[config.mk]
export PLATFORM = sky130hd
export DESIGN_NAME = lidar_frame_sync_checksum_parser
export DESIGN_NICKNAME = d
export VERILOG_FILES = /design/src/rtl/lfsc_pkg.sv /design/src/rtl/lidar_frame_sync_checksum_parser.sv
export SDC_FILE = /design/constraint.sdc
export NUM_CORES = 1
export LEC_CHECK = 0
export ABC_AREA = 1
export BUFFER_PORTS_ARGS = -buffer_cell sky130_fd_sc_hd__buf_2
export CORE_UTILIZATION = 44
export DETAILED_ROUTE_END_ITERATION = 8
export GPL_ROUTABILITY_DRIVEN = 0
export SKIP_CTS_REPAIR_TIMING = 1
export SLEW_MARGIN = 20
export SYNTH_ARGS = -nofsm -noshare
export SYNTH_HDL_FRONTEND = slang
export SYNTH_SLANG_ARGS = --single-unit
[constraint.sdc]
create_clock -name aclk -period 2.1 [get_ports aclk]
set_input_delay 0.105 -clock aclk [delete_from_list [all_inputs] [get_ports aclk]]
set_output_delay 0.105 -clock aclk [all_outputs]
set_load 0.02 [all_outputs]
[src/rtl/lfsc_pkg.sv]
// ----------------------------------------------------------------------------
// lfsc_pkg: shared constants for the lidar frame parser
// Frame layout, header byte and result field widths.
// ----------------------------------------------------------------------------
package lfsc_pkg;

    localparam int BYTE_W   = 8;
    localparam int POS_W    = 4;
    localparam int DIST_W   = 16;
    localparam int COUNT_W  = 16;
    localparam int RESULT_W = 1 + DIST_W + COUNT_W;
    localparam int M_DATA_W = ((RESULT_W + 7) / 8) * 8;

    localparam logic [BYTE_W-1:0] HDR_BYTE = 8'h59;

    // frame_pos codes: 0 hunts, otherwise index of the next frame byte
    localparam logic [POS_W-1:0] POS_HUNT  = 4'd0;
    localparam logic [POS_W-1:0] POS_FIRST = 4'd2;
    localparam logic [POS_W-1:0] POS_DLOW  = 4'd2;
    localparam logic [POS_W-1:0] POS_DHIGH = 4'd3;
    localparam logic [POS_W-1:0] POS_CHK   = 4'd8;

    localparam logic [COUNT_W-1:0] COUNT_MAX = '1;

    typedef struct packed {
        logic [COUNT_W-1:0] bad_frames;
        logic [DIST_W-1:0]  distance_mm;
        logic               frame_ok;
    } result_t;

endpackage

[src/rtl/lidar_frame_sync_checksum_parser.sv]
// ----------------------------------------------------------------------------
// lidar_frame_sync_checksum_parser
// Hunts for a double 0x59 header in a stream of sensor bytes, collects the
// rest of the 9-byte frame and emits checksum status, distance and a
// saturating bad-frame count once per frame.
// ----------------------------------------------------------------------------
//  channel  | dir | tdata fields (low bit first)                     | per
//  ---------+-----+--------------------------------------------------+-------
//  s_       | in  | rx_byte[7:0]                                     | byte
//  m_       | out | frame_ok[0], distance_mm[16:1], bad_frames[32:17] | frame
//
//  One byte is taken every cycle unless the input stalls as below; the position counter and running sum
//  update in the same cycle the byte is accepted.
//  A result is loaded into the output register in the cycle after the checksum byte is accepted.
//  Input stalls only when a checksum byte arrives while the previous result
//  is still held and m_tready is low.
//  aresetn (synchronous) returns the parser to hunting with zero counts.
// ----------------------------------------------------------------------------
module lidar_frame_sync_checksum_parser (
    input  logic                          aclk,
    input  logic                          aresetn,
    input  logic                          s_tvalid,
    output logic                          s_tready,
    input  logic [lfsc_pkg::BYTE_W-1:0]   s_tdata,   // [7:0] rx_byte
    output logic                          m_tvalid,
    input  logic                          m_tready,
    output logic [lfsc_pkg::M_DATA_W-1:0] m_tdata    // [0] frame_ok,
                                                     // [16:1] distance_mm,
                                                     // [32:17] bad_frames
);
    import lfsc_pkg::*;

    logic [POS_W-1:0]   frame_pos_reg, frame_pos_next;
    logic [BYTE_W-1:0]  prev_byte_reg, prev_byte_next;
    logic [BYTE_W-1:0]  run_sum_reg,   run_sum_next;
    logic [BYTE_W-1:0]  dist_low_reg,  dist_low_next;
    logic [BYTE_W-1:0]  dist_high_reg, dist_high_next;
    logic [COUNT_W-1:0] bad_count_reg, bad_count_next;
    logic               m_valid_reg,   m_valid_next;
    result_t            result_reg,    result_next;

    logic s_accept;
    logic is_chk;
    logic sum_ok;

    assign is_chk   = (frame_pos_reg >= POS_CHK);
    assign s_tready = !is_chk || !m_valid_reg || m_tready;
    assign s_accept = s_tvalid && s_tready;
    assign sum_ok   = (run_sum_reg == s_tdata);

    always_comb begin
        frame_pos_next = frame_pos_reg;
        prev_byte_next = prev_byte_reg;
        run_sum_next   = run_sum_reg;
        dist_low_next  = dist_low_reg;
        dist_high_next = dist_high_reg;
        bad_count_next = bad_count_reg;
        result_next    = result_reg;
        m_valid_next   = m_valid_reg && !m_tready;

        if (s_accept) begin
            if (frame_pos_reg == POS_HUNT) begin
                if (s_tdata == HDR_BYTE && prev_byte_reg == HDR_BYTE) begin
                    frame_pos_next = POS_FIRST;
                    run_sum_next   = HDR_BYTE + HDR_BYTE;
                end
                prev_byte_next = s_tdata;
            end else if (!is_chk) begin
                if (frame_pos_reg == POS_DLOW) begin
                    dist_low_next = s_tdata;
                end else if (frame_pos_reg == POS_DHIGH) begin
                    dist_high_next = s_tdata;
                end
                run_sum_next   = run_sum_reg + s_tdata;
                frame_pos_next = frame_pos_reg + POS_W'(1);
            end else begin
                // close the frame and go back to hunting with a clean history
                if (!sum_ok && bad_count_reg != COUNT_MAX) begin
                    bad_count_next = bad_count_reg + COUNT_W'(1);
                end
                frame_pos_next         = POS_HUNT;
                prev_byte_next         = '0;
                result_next.frame_ok   = sum_ok;
                result_next.distance_mm = sum_ok ? {dist_high_reg, dist_low_reg}
                                                 : '0;
                result_next.bad_frames = bad_count_next;
                m_valid_next           = 1'b1;
            end
        end
    end

    always_ff @(posedge aclk) begin
        if (!aresetn) begin
            frame_pos_reg <= POS_HUNT;
            prev_byte_reg <= '0;
            run_sum_reg   <= '0;
            dist_low_reg  <= '0;
            dist_high_reg <= '0;
            bad_count_reg <= '0;
            m_valid_reg   <= 1'b0;
        end else begin
            frame_pos_reg <= frame_pos_next;
            prev_byte_reg <= prev_byte_next;
            run_sum_reg   <= run_sum_next;
            dist_low_reg  <= dist_low_next;
            dist_high_reg <= dist_high_next;
            bad_count_reg <= bad_count_next;
            m_valid_reg   <= m_valid_next;
        end
    end

    always_ff @(posedge aclk) begin
        result_reg <= result_next;
    end

    assign m_tvalid = m_valid_reg;
    assign m_tdata  = {{(M_DATA_W - RESULT_W){1'b0}}, result_reg};

    // position only ever hunts or walks the data and checksum bytes
    a_pos_range: assert property (@(posedge aclk) disable iff (!aresetn)
        frame_pos_reg != 4'd1 && frame_pos_reg <= POS_CHK)
        else $error("frame position out of range");

    a_count_mono: assert property (@(posedge aclk) disable iff (!aresetn)
        1'b1 |=> bad_count_reg >= $past(bad_count_reg))
        else $error("bad-frame count went down");

    a_result_src: assert property (@(posedge aclk) disable iff (!aresetn)
        $rose(m_valid_reg) |-> $past(s_accept && is_chk))
        else $error("result without a checksum byte");

    a_bad_no_dist: assert property (@(posedge aclk) disable iff (!aresetn)
        m_valid_reg && !result_reg.frame_ok |-> result_reg.distance_mm == '0)
        else $error("rejected frame carries a distance");

    a_chk_back: assert property (@(posedge aclk) disable iff (!aresetn)
        s_accept && is_chk |=> frame_pos_reg == POS_HUNT && prev_byte_reg == '0)
        else $error("parser did not return to hunting");

endmodule
**Word level (Yosys, flattened, before mapping)**

Index checks and enable logic that the tools add are counted.

- Word-level logic and storage cells: 55
- Bits in latches: 0
- Bits in registers: 86
- Memories kept: 0
- Memory bits (read-only): 0
- Output and inout bits: 42
- Memory bits (writable): 0

- Reduce and logical (&&, ||, !) cells: 18
- Equal/unequal tests: 8
- Shift-type cells: 0
- Bitwise gates (word level): 3
- Add/subtract/negate cells: 3
- $lt $le $gt $ge: 1
- Multiplexer cells: 12
- Multiply operators: 0
- Divide/modulo/power cells: 0

Operators by type and width:

| cell | number |
|---|---|
| two-way mux 8 bit | 5 |
| adder 16 x 1 -> 16 bit, second input constant | 1 |
| equality test 8 x 7 -> 1 bit, second input constant | 2 |
| two-way mux 16 bit | 1 |
| != test 16 bit, second input constant | 1 |
| two-way mux 4 bit | 3 |
| adder 8 bit | 1 |
| equality test 4 x 2 -> 1 bit, second input constant | 2 |
| equality test 8 bit | 1 |
| AND reduction 3 bit | 2 |
| AND reduction 5 bit | 1 |
| adder 4 x 1 -> 4 bit, second input constant | 1 |
| greater-or-equal comparator 4 bit, second input constant | 1 |
| logical AND 1 bit | 4 |
| logical NOT 1 bit | 4 |
| logical NOT 4 bit | 1 |
| != test 2 x 1 -> 1 bit, second input constant | 2 |
| AND reduction 2 bit | 2 |
| AND reduction 4 bit | 1 |
| two-way mux 1 bit | 3 |
| inverter 1 bit | 3 |
| logical OR 1 bit | 2 |
| nonzero test 2 bit | 1 |

**Depth between registers and ports, before layout**

- Depth after elaboration: 6
- Mapped depth: 12

**Worst setup path before layout**

OpenSTA, ideal clock, no wires.

- Kind: reg-to-reg
- Start: register m_valid_reg (netlist: m_tvalid)
- End: register result_reg (netlist bit m_tdata[0]) (enable)
- Path slack: 0.273 ns
- Data arrival time: 1.449 ns
- Cell stages (with the launch flop): 7
- Required time: 1.722 ns
- Library setup time: 0.378 ns
- Path through: dfxtp_1 > inv_1 > nor2_1 > a21oi_1 > nand2_1 > inv_1 > buf_2

- Longest elaborated chain between the ends: 5

Ends and longest elaborated chain:

| item | RTL line | text |
|---|---|---|
| start: declaration | lidar_frame_sync_checksum_parser.sv:39 | `logic m_valid_reg, m_valid_next;` |
| start signal: assignment | lidar_frame_sync_checksum_parser.sv:108 | `m_valid_reg <= m_valid_next;` |
| logical NOT 1 bit | lidar_frame_sync_checksum_parser.sv:47 | `assign s_tready = !is_chk \|\| !m_valid_reg \|\| m_tready;` |
| logical OR 1 bit (2 in a row) | lidar_frame_sync_checksum_parser.sv:47 |  |
| logical AND 1 bit | lidar_frame_sync_checksum_parser.sv:48 | `assign s_accept = s_tvalid && s_tready;` |
| AND reduction 3 bit (no line) | -- |  |
| end signal: assignment | lidar_frame_sync_checksum_parser.sv:113 | `result_reg <= result_next;` |
| end: declaration | lidar_frame_sync_checksum_parser.sv:40 | `result_t result_reg, result_next;` |

No other way between the ends.
A chain may end at the register's enable or synchronous reset.

**Worst setup path after layout**

- Start: register bad_count_reg[0]
- End: register result_reg (netlist bit m_tdata[27]) (data pin)

- Longest elaborated chain between the ends: 3
- Elaborated cells on any way between the ends: 4
- Classes of those cells: add/sub: 1; eq/ne: 1; mux: 1; reduce/logical: 1

Ends and longest elaborated chain:

| item | RTL line | text |
|---|---|---|
| start: declaration | lidar_frame_sync_checksum_parser.sv:38 | `logic [COUNT_W-1:0] bad_count_reg, bad_count_next;` |
| start signal: assignment | lidar_frame_sync_checksum_parser.sv:107 | `bad_count_reg <= bad_count_next;` |
| branches (longest 2 deep; another with adder 16 x 1 -> 16 bit) | -- |  |
| two-way mux 16 bit (*) | lidar_frame_sync_checksum_parser.sv:78 | `if (!sum_ok && bad_count_reg != COUNT_MAX) begin` |

Every way passes the cells marked *.

==> impl_metrics.yaml <==
yosys:
  yosysUniqueCellTypes: 36
  synth_fa_ha_area_frac: 0.03642
  synth_compound_area_frac: 0.09740
  synthFlopType: "dfxtp_1"
  postSynthAreaPerCell_um2: 7.828
  syn_inst: 553
  yosysSeqAreaShare: 0.4740
  ys_warn_count: 0
  ys_seq_elements: 86
  synth-simple-area-share: 0.2662
  synth_top_family_by_area: "simple AND/OR/NAND/NOR gates"
  synth_xor_area_frac: 0.01994
  async_flop_share: 0
  synth_edf_count: 33
  syn_area_mm2: 0.004329
  muxShareOfSynthArea: 0
timing:
  post-route-min-period_ns: 1.915
  hold_viol_final: 0
  finClkSkew_ns: 0.01528
  setup_viol: 0
  drv_slew: 0
  max_freq_ghz: 0.5222
  tns_ns: 0
  rsz0062_at_grt: "no"
  fin_crit_sh: 0.9118
  whs_ns: 0.07262
routing:
  totalWireLength_um: 9092
  dr.pass1.iters: 4
  initialDrtViolationCount: 161
  wire_per_inst_um: 12.30
  ant_nets: 0
  dr_total_vias: 3532
  viasPerCell: 4.779
  drc: 0
grt:
  track_usage: 0.1881
  grt_overflow: 0
  grt_max_degree: 39
  first_global_vias: 3158
  grt_pass1_wl_um: 14900
  grt_antenna_before_repair: 0
layout:
  final_cell_mix: "132 x nand2_1, 80 x inv_1, 53 x dfxtp_1"
  layout_commonest_cell: "nand2_1"
  final_cells: 739
  layout-drive-gt1-share: 0.1656
  largest_reg_flops: 33
  diodes: 0
  finalInstanceArea_mm2: 0.004945
  area_growth_pct: 14.22
  fin_nets: 629
clocking:
  cts_inserted_buffers: 9
  cts_tree: "done"
  cts.path.max_buffers: 2
  cts.sinks: 86
  insertion_delay_ns: 0.36
  cts-root-buf: "clkbuf_8"
  clkTransAtPathRegs_ns: 0.10
  htreeDepth: 3
worst_setup_path:
  endpoint_kind: "register"
  crit_type: "register to register"
  cp.arrival_ns: 2.03
  cp_max_fo: 16
  cp_data_required_time_ns: 2.21
  crit_path_start_kind: "register"
pwr:
  p_leak_nw: 2.201
  p_total_mw: 3.184
  powerDensity_mw_per_mm2: 643.8
  max-vdd-ir-drop_mv: 0.3831
placement:
  dp.cells: 723
  dpl-instance-area_mm2: 0.004715
  dp_hpwl_um: 6426
  port_buffers: 46
floorplan:
  ioPinCount: 54
  core-area_mm2: 0.009371
  dieArea_mm2: 0.01024
  die_width_um: 101.2
  start_util: 0.4619
  die_h_um: 101.2
  rows: 35
min_path:
  hold_path_class: "input port to register"
run:
  cap_violations: 0
run_status:
  outcome: "finished, final reports clean"
[critical path, stage by stage (launching register included)]
cell	delay [ns]
dfxtp_1	0.46
ha_2	0.28
nand3_1	0.18
inv_2	0.12
nand2_2	0.10
nor2_2	0.17
nor2_4	0.06
buf_12	0.15
nand2_1	0.08
nand2_1	0.06
[layout make-up]
type	instances	area (um^2)
fillers	953	4427
well taps	129	161.4
clock buffers	9	123.9
repair buffers	57	337.8
flip-flops and latches	86	2052
multi-input cells	366	1847
inverters	85	319.1
clock inverters	7	103.9
[per-stage QoR]
step,setup slack [ns],util
after detailed placement,0.1947,0.5031
after CTS,0.1409,0.5274
after global routing,0.02702,0.5276
after global placement,0.2552,0.5031
final,0.1852,0.5276
after floorplan,0.2733,-
[final timing paths]
check / start / endpoint / slack (ns) / cells after the start
max: bad_count_reg[0] / m_tdata[27] / 0.19 / 9
min: s_tdata[1] / dist_high_reg[1] / 0.07 / 3
max reg2reg: bad_count_reg[0] / m_tdata[27] / 0.19 / 9
min reg2reg: dist_high_reg[7] / dist_high_reg[7] / 0.45 / 2
[cells by family after synthesis]
group                    after synthesis
AND/OR/NAND/NOR                      261
buffers and inverters                107
flip-flops                            86
AO/OA/AOI/OAI                         77
adder cells (fa/ha/maj)               12
XOR/XNOR                               9
other                                  1
[per-layer routing]
layer,share of wire,global-route usage
met5,0,0
met4,0.016,0.08138
met3,0.035,0.02484
met2,0.42,0.2794
met1,0.53,0.2746
[where the power goes]
group          switching (mW)  internal [mW]
Sequential            0.00351           1.72
Combinational          0.0868         0.0365
Clock                   0.647          0.685
Total                   0.737           2.45
[synthesized netlist by cell type, types with 4 or more instances]
library cell	n	area, um^2
a21oi_1	46	230.2
buf_2	7	35.03
buf_4	7	52.55
clkbuf_1	5	18.77
dfxtp_1	53	1061
edfxtp_1	33	991.0
ha_1	11	137.6
inv_1	81	304.0
nand2_1	132	495.5
nand2_2	12	75.07
nand3_1	46	230.2
nand4_1	11	68.82
nor2_1	48	180.2
nor2_2	4	25.02
o21a_1	4	30.03
o21ai_0	18	90.09
xor2_1	7	61.31
Note: power is estimated with default switching activity, not from simulation.
